--- src/hw/rtl/lms_pkg.sv ---
`default_nettype none
// ----------------------------------------------------------------------------
// lms_pkg: shared types and constants of the LED matrix row scanner
// Field widths, request and result codes, the scan state type, the default
// panel geometry and a helper that turns a count into an index width.
// ----------------------------------------------------------------------------
package lms_pkg;

    // Default panel geometry
    localparam int LEVEL_COUNT_DEF  = 4;
    localparam int ROW_COUNT_DEF    = 16;
    localparam int COLUMN_COUNT_DEF = 32;

    // Request and result field widths
    localparam int LEVEL_IN_W  = 2;
    localparam int ROW_IN_W    = 4;
    localparam int COLUMN_IN_W = 5;
    localparam int COLOR_W     = 6;
    localparam int ROW_ADDR_W  = 4;

    // Width used to compare write coordinates against the geometry
    localparam int CMP_W = 8;

    // Request type codes
    localparam logic REQ_TICK  = 1'b0;
    localparam logic REQ_WRITE = 1'b1;

    // Result kind codes
    localparam logic KIND_SHIFT = 1'b0;
    localparam logic KIND_LATCH = 1'b1;

    // Scan sequencer states
    typedef enum logic [1:0] {
        ST_IDLE,
        ST_SHIFT,
        ST_LATCH
    } t_scan_state;

    // Index width for a count of n entries, at least one bit
    function automatic int idx_w(input int n);
        return (n > 1) ? $clog2(n) : 1;
    endfunction

endpackage
`default_nettype wire

--- src/hw/rtl/lms_if.sv ---
`default_nettype none
// ----------------------------------------------------------------------------
// lms_in_if / lms_out_if: request and result channels
// Valid/ready channels; a request or result moves at a rising edge where
// valid and ready are both high.
// ----------------------------------------------------------------------------
interface lms_in_if
    import lms_pkg::*;
();
    logic                   valid;
    logic                   ready;
    logic                   req_type;
    logic [LEVEL_IN_W-1:0]  wr_level;
    logic [ROW_IN_W-1:0]    wr_row;
    logic [COLUMN_IN_W-1:0] wr_column;
    logic [COLOR_W-1:0]     wr_color;

    modport source (
        output valid, req_type, wr_level, wr_row, wr_column, wr_color,
        input  ready
    );
    modport sink (
        input  valid, req_type, wr_level, wr_row, wr_column, wr_color,
        output ready
    );
endinterface

interface lms_out_if
    import lms_pkg::*;
();
    logic                  valid;
    logic                  ready;
    logic                  out_kind;
    logic [COLOR_W-1:0]    shift_color;
    logic [ROW_ADDR_W-1:0] row_address;
    logic                  last;

    modport source (
        output valid, out_kind, shift_color, row_address, last,
        input  ready
    );
    modport sink (
        input  valid, out_kind, shift_color, row_address, last,
        output ready
    );
endinterface
`default_nettype wire

--- src/hw/rtl/lms_scan.sv ---
`default_nettype none
// ----------------------------------------------------------------------------
// lms_scan: scan sequencer of the row scanner
// Takes requests, stores writes, on a tick reads one column word per cycle
// unless o_res stalls, emits shift then latch results, steps row and level.
// ----------------------------------------------------------------------------
module lms_scan
    import lms_pkg::*;
#(
    parameter int LEVEL_COUNT  = LEVEL_COUNT_DEF,
    parameter int ROW_COUNT    = ROW_COUNT_DEF,
    parameter int COLUMN_COUNT = COLUMN_COUNT_DEF,
    parameter int LVL_W        = idx_w(LEVEL_COUNT_DEF),
    parameter int ROW_W        = idx_w(ROW_COUNT_DEF),
    parameter int COL_W        = idx_w(COLUMN_COUNT_DEF),
    parameter int ADDR_W       = LVL_W + ROW_W + COL_W
) (
    input  wire logic               i_clk,
    input  wire logic               i_rst_n,
    lms_in_if.sink                  i_req,
    lms_out_if.source               o_res,
    output logic                    o_wr_en,
    output logic [ADDR_W-1:0]       o_wr_addr,
    output logic [COLOR_W-1:0]      o_wr_data,
    output logic                    o_rd_en,
    output logic [ADDR_W-1:0]       o_rd_addr,
    input  wire logic [COLOR_W-1:0] i_rd_data,
    input  wire logic               i_clr_busy
);

    t_scan_state r_state, n_state;
    logic [COL_W-1:0]      r_col, n_col;
    logic [ROW_W-1:0]      r_row, n_row;
    logic [LVL_W-1:0]      r_level, n_level;
    logic                  r_rd_pend, n_rd_pend;
    logic                  r_out_valid, n_out_valid;
    logic                  r_out_kind, n_out_kind;
    logic [COLOR_W-1:0]    r_out_color, n_out_color;
    logic [ROW_ADDR_W-1:0] r_out_row, n_out_row;
    logic                  r_out_last, n_out_last;

    logic             req_accept;
    logic             out_free;
    logic             load_mem;
    logic             can_issue;
    logic             wr_in_range;
    logic [CMP_W-1:0] wr_lvl_ext;
    logic [CMP_W-1:0] wr_row_ext;
    logic [CMP_W-1:0] wr_col_ext;

    // Request side handshake
    assign i_req.ready = (r_state == ST_IDLE) && !i_clr_busy;
    assign req_accept  = i_req.valid && i_req.ready;

    // Write decode with range check
    always_comb begin
        wr_lvl_ext  = CMP_W'(i_req.wr_level);
        wr_row_ext  = CMP_W'(i_req.wr_row);
        wr_col_ext  = CMP_W'(i_req.wr_column);
        wr_in_range = (wr_lvl_ext < CMP_W'(LEVEL_COUNT)) &&
                      (wr_row_ext < CMP_W'(ROW_COUNT)) &&
                      (wr_col_ext < CMP_W'(COLUMN_COUNT));
    end

    assign o_wr_addr = {LVL_W'(wr_lvl_ext), ROW_W'(wr_row_ext), COL_W'(wr_col_ext)};
    assign o_wr_data = i_req.wr_color;
    assign o_rd_addr = {r_level, r_row, r_col};

    // Next state, read issue and result register
    always_comb begin
        n_state     = r_state;
        n_col       = r_col;
        n_row       = r_row;
        n_level     = r_level;
        n_rd_pend   = r_rd_pend;
        n_out_valid = r_out_valid;
        n_out_kind  = r_out_kind;
        n_out_color = r_out_color;
        n_out_row   = r_out_row;
        n_out_last  = r_out_last;
        o_wr_en     = 1'b0;
        o_rd_en     = 1'b0;

        out_free = !r_out_valid || o_res.ready;
        if (r_out_valid && o_res.ready) begin
            n_out_valid = 1'b0;
        end

        // Read data waiting from the store moves into the result register
        load_mem = r_rd_pend && out_free;
        if (load_mem) begin
            n_out_valid = 1'b1;
            n_out_kind  = KIND_SHIFT;
            n_out_color = i_rd_data;
            n_out_row   = '0;
            n_out_last  = 1'b0;
            n_rd_pend   = 1'b0;
        end
        can_issue = !r_rd_pend || load_mem;

        unique case (r_state)
            ST_IDLE: begin
                if (req_accept) begin
                    if (i_req.req_type == REQ_WRITE) begin
                        o_wr_en = wr_in_range;
                    end else begin
                        n_state = ST_SHIFT;
                        n_col   = '0;
                    end
                end
            end
            ST_SHIFT: begin
                if (can_issue) begin
                    o_rd_en   = 1'b1;
                    n_rd_pend = 1'b1;
                    if (r_col == COL_W'(COLUMN_COUNT - 1)) begin
                        n_state = ST_LATCH;
                    end else begin
                        n_col = r_col + 1'b1;
                    end
                end
            end
            ST_LATCH: begin
                if (!r_rd_pend && out_free) begin
                    n_out_valid = 1'b1;
                    n_out_kind  = KIND_LATCH;
                    n_out_color = '0;
                    n_out_row   = ROW_ADDR_W'(r_row);
                    n_out_last  = 1'b1;
                    n_state     = ST_IDLE;
                    // Advance the scan position
                    if (r_row == ROW_W'(ROW_COUNT - 1)) begin
                        n_row = '0;
                        if (r_level == LVL_W'(LEVEL_COUNT - 1)) begin
                            n_level = '0;
                        end else begin
                            n_level = r_level + 1'b1;
                        end
                    end else begin
                        n_row = r_row + 1'b1;
                    end
                end
            end
            default: begin
                n_state = ST_IDLE;
            end
        endcase
    end

    // Control registers
    always_ff @(posedge i_clk) begin
        if (!i_rst_n) begin
            r_state     <= ST_IDLE;
            r_col       <= '0;
            r_row       <= '0;
            r_level     <= '0;
            r_rd_pend   <= 1'b0;
            r_out_valid <= 1'b0;
        end else begin
            r_state     <= n_state;
            r_col       <= n_col;
            r_row       <= n_row;
            r_level     <= n_level;
            r_rd_pend   <= n_rd_pend;
            r_out_valid <= n_out_valid;
        end
    end

    // Result payload registers
    always_ff @(posedge i_clk) begin
        r_out_kind  <= n_out_kind;
        r_out_color <= n_out_color;
        r_out_row   <= n_out_row;
        r_out_last  <= n_out_last;
    end

    assign o_res.valid       = r_out_valid;
    assign o_res.out_kind    = r_out_kind;
    assign o_res.shift_color = r_out_color;
    assign o_res.row_address = r_out_row;
    assign o_res.last        = r_out_last;

`ifndef SYNTH
    // A latch result always ends the run and carries no color
    a_latch_fields: assert property (@(posedge i_clk) disable iff (!i_rst_n)
        (r_out_valid && (r_out_kind == KIND_LATCH)) |-> (r_out_last && (r_out_color == '0)))
        else $error("latch result with bad fields");

    // A read is only outstanding while a tick is in progress
    a_pend_in_tick: assert property (@(posedge i_clk) disable iff (!i_rst_n)
        r_rd_pend |-> ((r_state == ST_SHIFT) || (r_state == ST_LATCH)))
        else $error("read pending outside a tick");

    // An accepted tick starts the column run
    a_tick_starts: assert property (@(posedge i_clk) disable iff (!i_rst_n)
        (req_accept && (i_req.req_type == REQ_TICK)) |=> (r_state == ST_SHIFT))
        else $error("tick did not start the shift run");

    // Column counter stays within the panel width
    a_col_range: assert property (@(posedge i_clk) disable iff (!i_rst_n)
        (r_state == ST_SHIFT) |-> ((CMP_W'(r_col)) < CMP_W'(COLUMN_COUNT)))
        else $error("column counter out of range");
`endif

endmodule
`default_nettype wire

--- src/flat_wrapper.sv ---
// flat-port wrapper written by rule: the top's interface ports become plain ports
module lms_scan_flat import lms_pkg::*;
#(
    parameter int LEVEL_COUNT  = LEVEL_COUNT_DEF,
    parameter int ROW_COUNT    = ROW_COUNT_DEF,
    parameter int COLUMN_COUNT = COLUMN_COUNT_DEF,
    parameter int LVL_W        = idx_w(LEVEL_COUNT_DEF),
    parameter int ROW_W        = idx_w(ROW_COUNT_DEF),
    parameter int COL_W        = idx_w(COLUMN_COUNT_DEF),
    parameter int ADDR_W       = LVL_W + ROW_W + COL_W
)
  (i_clk, i_rst_n, o_wr_en, o_wr_addr, o_wr_data, o_rd_en, o_rd_addr, i_rd_data, i_clr_busy, i_req_valid, i_req_req_type, i_req_wr_level, i_req_wr_row, i_req_wr_column, i_req_wr_color, i_req_ready, o_res_valid, o_res_out_kind, o_res_shift_color, o_res_row_address, o_res_last, o_res_ready);
  lms_in_if i_req_i ();
  lms_out_if o_res_i ();
  input  wire logic i_clk;
  input  wire logic i_rst_n;
  output logic o_wr_en;
  output logic [ADDR_W-1:0] o_wr_addr;
  output logic [COLOR_W-1:0] o_wr_data;
  output logic o_rd_en;
  output logic [ADDR_W-1:0] o_rd_addr;
  input  wire logic [COLOR_W-1:0] i_rd_data;
  input  wire logic i_clr_busy;
  input wire logic [$bits(i_req_i.valid)-1:0] i_req_valid;
  input wire logic [$bits(i_req_i.req_type)-1:0] i_req_req_type;
  input wire logic [$bits(i_req_i.wr_level)-1:0] i_req_wr_level;
  input wire logic [$bits(i_req_i.wr_row)-1:0] i_req_wr_row;
  input wire logic [$bits(i_req_i.wr_column)-1:0] i_req_wr_column;
  input wire logic [$bits(i_req_i.wr_color)-1:0] i_req_wr_color;
  output wire logic [$bits(i_req_i.ready)-1:0] i_req_ready;
  output wire logic [$bits(o_res_i.valid)-1:0] o_res_valid;
  output wire logic [$bits(o_res_i.out_kind)-1:0] o_res_out_kind;
  output wire logic [$bits(o_res_i.shift_color)-1:0] o_res_shift_color;
  output wire logic [$bits(o_res_i.row_address)-1:0] o_res_row_address;
  output wire logic [$bits(o_res_i.last)-1:0] o_res_last;
  input wire logic [$bits(o_res_i.ready)-1:0] o_res_ready;
  assign i_req_i.valid = i_req_valid;
  assign i_req_i.req_type = i_req_req_type;
  assign i_req_i.wr_level = i_req_wr_level;
  assign i_req_i.wr_row = i_req_wr_row;
  assign i_req_i.wr_column = i_req_wr_column;
  assign i_req_i.wr_color = i_req_wr_color;
  assign i_req_ready = i_req_i.ready;
  assign o_res_valid = o_res_i.valid;
  assign o_res_out_kind = o_res_i.out_kind;
  assign o_res_shift_color = o_res_i.shift_color;
  assign o_res_row_address = o_res_i.row_address;
  assign o_res_last = o_res_i.last;
  assign o_res_i.ready = o_res_ready;
  lms_scan #(.LEVEL_COUNT(LEVEL_COUNT), .ROW_COUNT(ROW_COUNT), .COLUMN_COUNT(COLUMN_COUNT), .LVL_W(LVL_W), .ROW_W(ROW_W), .COL_W(COL_W), .ADDR_W(ADDR_W)) u_core (.i_clk(i_clk), .i_rst_n(i_rst_n), .i_req(i_req_i), .o_res(o_res_i), .o_wr_en(o_wr_en), .o_wr_addr(o_wr_addr), .o_wr_data(o_wr_data), .o_rd_en(o_rd_en), .o_rd_addr(o_rd_addr), .i_rd_data(i_rd_data), .i_clr_busy(i_clr_busy));
endmodule
--- config.mk ---
export PLATFORM = sky130hd
export DESIGN_NAME = lms_scan_flat
export DESIGN_NICKNAME = d
export VERILOG_FILES = /design/src/hw/rtl/lms_pkg.sv /design/src/hw/rtl/lms_if.sv /design/src/hw/rtl/lms_scan.sv /design/src/flat_wrapper.sv
export SDC_FILE = /design/constraint.sdc
export NUM_CORES = 1
export LEC_CHECK = 0
export ABC_CLOCK_PERIOD_IN_PS = 1950
export BUFFER_PORTS_ARGS = -buffer_cell sky130_fd_sc_hd__buf_4
export CAP_MARGIN = 0
export CORE_ASPECT_RATIO = 1.25
export CORE_MARGIN = 2
export CORE_UTILIZATION = 41
export CTS_CLUSTER_SIZE = 40
export DETAILED_ROUTE_END_ITERATION = 12
export PLACE_DENSITY = 0.76
export SYNTH_ARGS = -nofsm -noshare
export SYNTH_HDL_FRONTEND = slang
export SYNTH_SLANG_ARGS = --single-unit
export TNS_END_PERCENT = 20
--- constraint.sdc ---
create_clock -name i_clk -period 1.95 [get_ports i_clk]
set_clock_uncertainty 0.1 [all_clocks]
set_input_delay 0.39 -clock i_clk [delete_from_list [all_inputs] [get_ports i_clk]]
set_output_delay 0.39 -clock i_clk [all_outputs]
set_load 0.01 [all_outputs]
Yosys cells after proc, flatten, opt, wreduce, memory -nomap -nowiden
Cells that the tools add are included.

cells by class
  multiplexer cells = 37
  $add $sub $neg = 3
  reduce and logical (&&, ||, !) cells = 16
  eq/ne operators = 11

operator list
  cell                                                                    number
  5-bit 2-to-1 mux                                                        4
  1-bit 2-to-1 mux                                                        18
  6-bit 2-to-1 mux                                                        3
  4-bit 2-to-1 mux                                                        4
  2-bit 2-to-1 mux                                                        6
  5-bit one-hot mux with 2 select lines                                   1
  5-bit AND reduction                                                     2
  2-bit by 1-bit != test with 1-bit output (second input constant)        4
  2-bit one-hot mux with 3 select lines                                   1
  5-bit by 1-bit adder with 5-bit output (second input constant)          1
  5-bit equality test (second input constant)                             1
  1-bit logical AND                                                       5
  4-bit by 1-bit adder with 4-bit output (second input constant)          1
  2-bit equality test (second input constant)                             2
  4-bit equality test (second input constant)                             1
  2-bit != test (second input constant)                                   2
  1-bit logical NOT                                                       3
  3-bit AND reduction                                                     1
  2-bit by 1-bit adder with 2-bit output (second input constant)          1
  2-bit by 1-bit equality test with 1-bit output (second input constant)  1
  2-bit logical NOT                                                       1
  1-bit logical OR                                                        2
  2-bit AND reduction                                                     1
  2-bit nonzero test                                                      1

word-level totals
  output and inout port bits = 44
  flip-flop bits (word level) = 27
  input bits = 29

Depth between registers and ports, before layout
  depth in word-level cells = 6
  mapped depth = 6
  gate-level depth less buffers = 6

Worst setup path after synthesis
Ideal clock, no wire load.

  kind = reg-to-reg
  start point = register u_core.r_col[0]
  end point = register u_core.r_col[3]
  setup slack = 0.033 ns
  path buffers = 0
  required time = 1.716 ns
  setup time = 0.134 ns
  cell stages (with the launch flop) = 7
  clock period less this slack = 1.917 ns
  arrival time = 1.683 ns
  path through = dfxtp_1 ha_1 and3_1 ha_1 nor3b_1 o2bb2ai_4 o221ai_1

between the ends
  word-level cells in the longest chain between the ends = 4

RTL lines
  element                                 RTL line         source
  from (decl)                             lms_scan.sv:32   logic [COL_W-1:0] r_col, n_col;
  from (signal assigned)                  lms_scan.sv:161  r_col <= n_col;
  5-bit by 1-bit adder with 5-bit output  lms_scan.sv:119  n_col = r_col + 1'b1;
  5-bit 2-to-1 mux                        lms_scan.sv:116  if (r_col == COL_W'(COLUMN_COUNT - 1)) begin
  5-bit 2-to-1 mux                        lms_scan.sv:113  if (can_issue) begin
  5-bit one-hot mux with 2 select lines   lms_scan.sv:101  unique case (r_state)

Parallel ways exist; a longest one is shown, timed or not. The select of a mux whose other input is x is not followed.
A chain may end at the register's enable or synchronous reset.

Final worst setup path
  start point = register u_core.r_state[1]
  end point = output o_wr_en

between the ends
  word-level cells in the longest chain between the ends = 5

RTL lines
  element                 RTL line                         source
  from (decl)             lms_scan.sv:31                   t_scan_state r_state, n_state;
  from (signal assigned)  lms_scan.sv:160                  r_state <= n_state;
  2-bit logical NOT *     lms_scan.sv:52, lms_scan.sv:101
  1-bit logical AND       lms_scan.sv:52                   assign i_req.ready = (r_state == ST_IDLE) && !i_clr_busy;
  1-bit logical AND       lms_scan.sv:53                   assign req_accept = i_req.valid && i_req.ready;
  1-bit 2-to-1 mux        lms_scan.sv:103                  if (req_accept) begin
  1-bit 2-to-1 mux *      lms_scan.sv:101
  to (decl)               flat_wrapper.sv:17               output logic o_wr_en;

Every way passes the cells marked *; elsewhere a longest branch is shown, timed or not.

==> flow_summary.toml <==
[status]
status = "finished, final reports clean"

[sta]
fmax_ghz = 0.537
rsz0062_at_grt = "false"
finalCriticalPeriod_ns = 1.86
maxSlewViolCount = 0
worst_pin_slew_ns = 0.457
fin_crit_sh_pct = 95.4
slew-limit-headroom_pct = 69.5
hold_viol_final = 0
fin_ws_ns = 0.0893
tns_ns = 0
setup_violations = 0

[global_route]
use_met1_pct = 20.3
grt_pass1_vias = 1152
grt_max_degree = 18
grt_overflow = 0
busiest_layer = "met2"
grt_pass1_wl_um = 5310
grt_use_met2_pct = 25.6
antenna_found_initial = 0
met3_usage_pct = 3.47
grt_use_total_pct = 15.8

[final_layout]
finish.instance_area_um2 = 1750
antenna_cells = 0
area_delta_synth_final_pct = 19.5
drive_above_1_share_pct = 31.9
finalNonFillerCells = 227
fin_nets = 222

[pwr]
cellPowerDensity_nw_per_um2 = 638
p_leak_nw = 0.772
power.total_mw = 1.12
irDropWorstVdd_uv = 434

[placement]
portBuffers = 38
placed_area_um2 = 1690
place_worst_setup_slack_ns = 0.0869
place_congestion = 0.792
dp_hpwl_um = 2190
place_inst = 223

[worst_setup_path]
startpoint_type = "flip-flop"
critPathCaptureType = "primary output"
critical_path_required_ns = 1.46
crit_fanout = 9
critPathArrivalTime_ns = 1.37
path_class = "reg -> out"

[floorplanning]
die_w_um = 57.4
die_h_um = 70.8
core_um2 = 3450
ios = 73
rows = 24
initial_core_util_pct = 42.4
dieArea_um2 = 4060

[logic_synthesis]
synth.distinct_cells = 40
postSynthAreaPerCell_um2 = 8.97
yosysWarningCount = 0
ys_ff_latch = 27
syn-num-nets = 196
yosysSeqAreaShare_pct = 38.3
netlist_instances = 163
syn-cell-area_um2 = 1460

[cts]
clock_latency_ns = 0.27
cts_max_level = 1
holdBufCountCts = 0
cts_made_buffers = 3
clockBufferDepth = 2
cts_tree = "built"
clk_pin_slew_ns = 0.10
cts_setup_buffers = 0
clkSinkCount = 27
root_buffer = "clkbuf_8"

[drt]
wirelength_um = 3020
vias = 1230
first_pass_iters = 4
wl_per_cell_um = 13.3
drc = 0
drtAntennaViolNets = 0
avgViaCountPerCell = 5.42
drt_iter0_drc = 47

[hold_path]
hold_class = "in -> reg"

[run]
drv_cap = 0
repair_timing:
item	in CTS	in global routing
pin swaps	0	1
endpoints found under the setup margin	1	4
cloned	0	0
resized for setup	1	3
layer usage:
| layer | wire length [um] | up-vias |
|---|---|---|
| met5 | 0 | - |
| met4 | 25 | 0 |
| met3 | 186 | 4 |
| met2 | 1460 | 29 |
| met1 | 1340 | 570 |
| li1 | - | 627 |
where the power goes:
| group | switching [mW] | internal (mW) | total [mW] |
|---|---|---|---|
| registers | 0.0178 | 0.593 | 0.611 |
| logic | 0.0806 | 0.0975 | 0.178 |
| clock network | 0.180 | 0.146 | 0.326 |
| total | 0.278 | 0.837 | 1.12 |
stage by stage:
step / util, % / hold WS, ns
3_3_place_gp: 48.9 / 0.361
3_5_place_dp: 48.9 / 0.367
6_report: 50.6 / 0.282
4_1_cts: 50.3 / 0.280
2_1_floorplan: - / 0.393
5_1_grt: 50.6 / 0.292
cell usage after synthesis:
cell type   n  area (um2)
dfxtp_1    25         500
buf_4      17         128
o21ai_0    15        75.1
a21oi_1    12        60.1
nand2_1    10        37.5
nand3_1    10        50.1
nand4_1     7        43.8
clkbuf_1    6        22.5
mux2i_1     6        60.1
ha_1        4        50.1
inv_1       4        15.0
nand2b_1    4        25.0
a31oi_1     3        18.8
and3_1      3        18.8
nor2b_1     3        18.8
nor3_1      3        15.0
o21a_1      3        22.5
buf_2       2        10.0
buf_6       2        22.5
edfxtp_1    2        60.1
nand4b_1    2        17.5
o31ai_1     2        15.0
a211oi_1    1        7.51
a32o_1      1        10.0
a41oi_1     1        8.76
and2b_1     1        7.51
clkinv_1    1        3.75
nand3b_1    1        7.51
nand3b_4    1        20.0
nor2_1      1        3.75
nor3_2      1        10.0
nor3b_1     1        7.51
nor4_1      1        6.26
nor4_2      1        12.5
o21bai_1    1        7.51
o221ai_1    1        8.76
o2bb2ai_4   1        27.5
or3_1       1        6.26
or4_1       1        7.51
or4b_4      1        13.8
area by class of cell:
cell class              instances  area [um2]
repair buffers                 48         360
inverters                       5        18.8
well taps                      39        48.8
multi-input cells             104         708
clock inverters                 1        6.26
flip-flops and latches         27         564
clock buffers                   3        41.3
fillers                       337        1710
kinds of logic (layout without fill, tap and decap cells):
group                      after synthesis  after routing  synth area share (%)
muxes                                    6              6                  4.11
adders and majority gates                4              4                  3.42
DFF                                     27             27                  38.3
buffers and inverters                   32             57                  13.8
and+or+nand+nor                         53             53                  22.5
AOI/OAI and AO/OA                       41             41                  17.9
critical path: stages, from the launching register on:
cell     delay, ns
dfxtp_4       0.38
or4b_4        0.51
nor2_2        0.09
buf_4         0.12
cells in the final DEF, fill, tap and decap left out, drive strengths merged, types with 4 or more instances in the layout:
cell / count
ha: 4
nand3: 10
inv: 5
nand2b: 4
nand4: 7
o21ai: 15
nand2: 10
mux2i: 6
nor3: 4
buf: 48
a21oi: 12
dfxtp: 25
path summary, 6_finish.rpt:
kind                            slack, ns  depth (start not counted)                     endpoint                   startpoint
worst max-delay path                 0.09                          3                      o_wr_en            u_core.r_state[1]
worst min-delay path                 0.28                          3  u_core.o_res.shift_color[0]                 i_rd_data[0]
worst max register to register       0.11                          7              u_core.r_col[1]              u_core.r_col[0]
worst min register to register       0.38                          2  u_core.o_res.shift_color[0]  u_core.o_res.shift_color[0]
sequential cells by signal (all words and copies together), names as in the netlist, named ones only:
name and cells:
u_core.r_state 2, u_core.r_rd_pend 1, u_core.r_col 5, u_core.o_res.row_address 4
u_core.o_res.valid 1, u_core.o_res.shift_color 6, u_core.r_level 2, u_core.r_row 4
No activity file was read; power rests on OpenSTA's default activity.
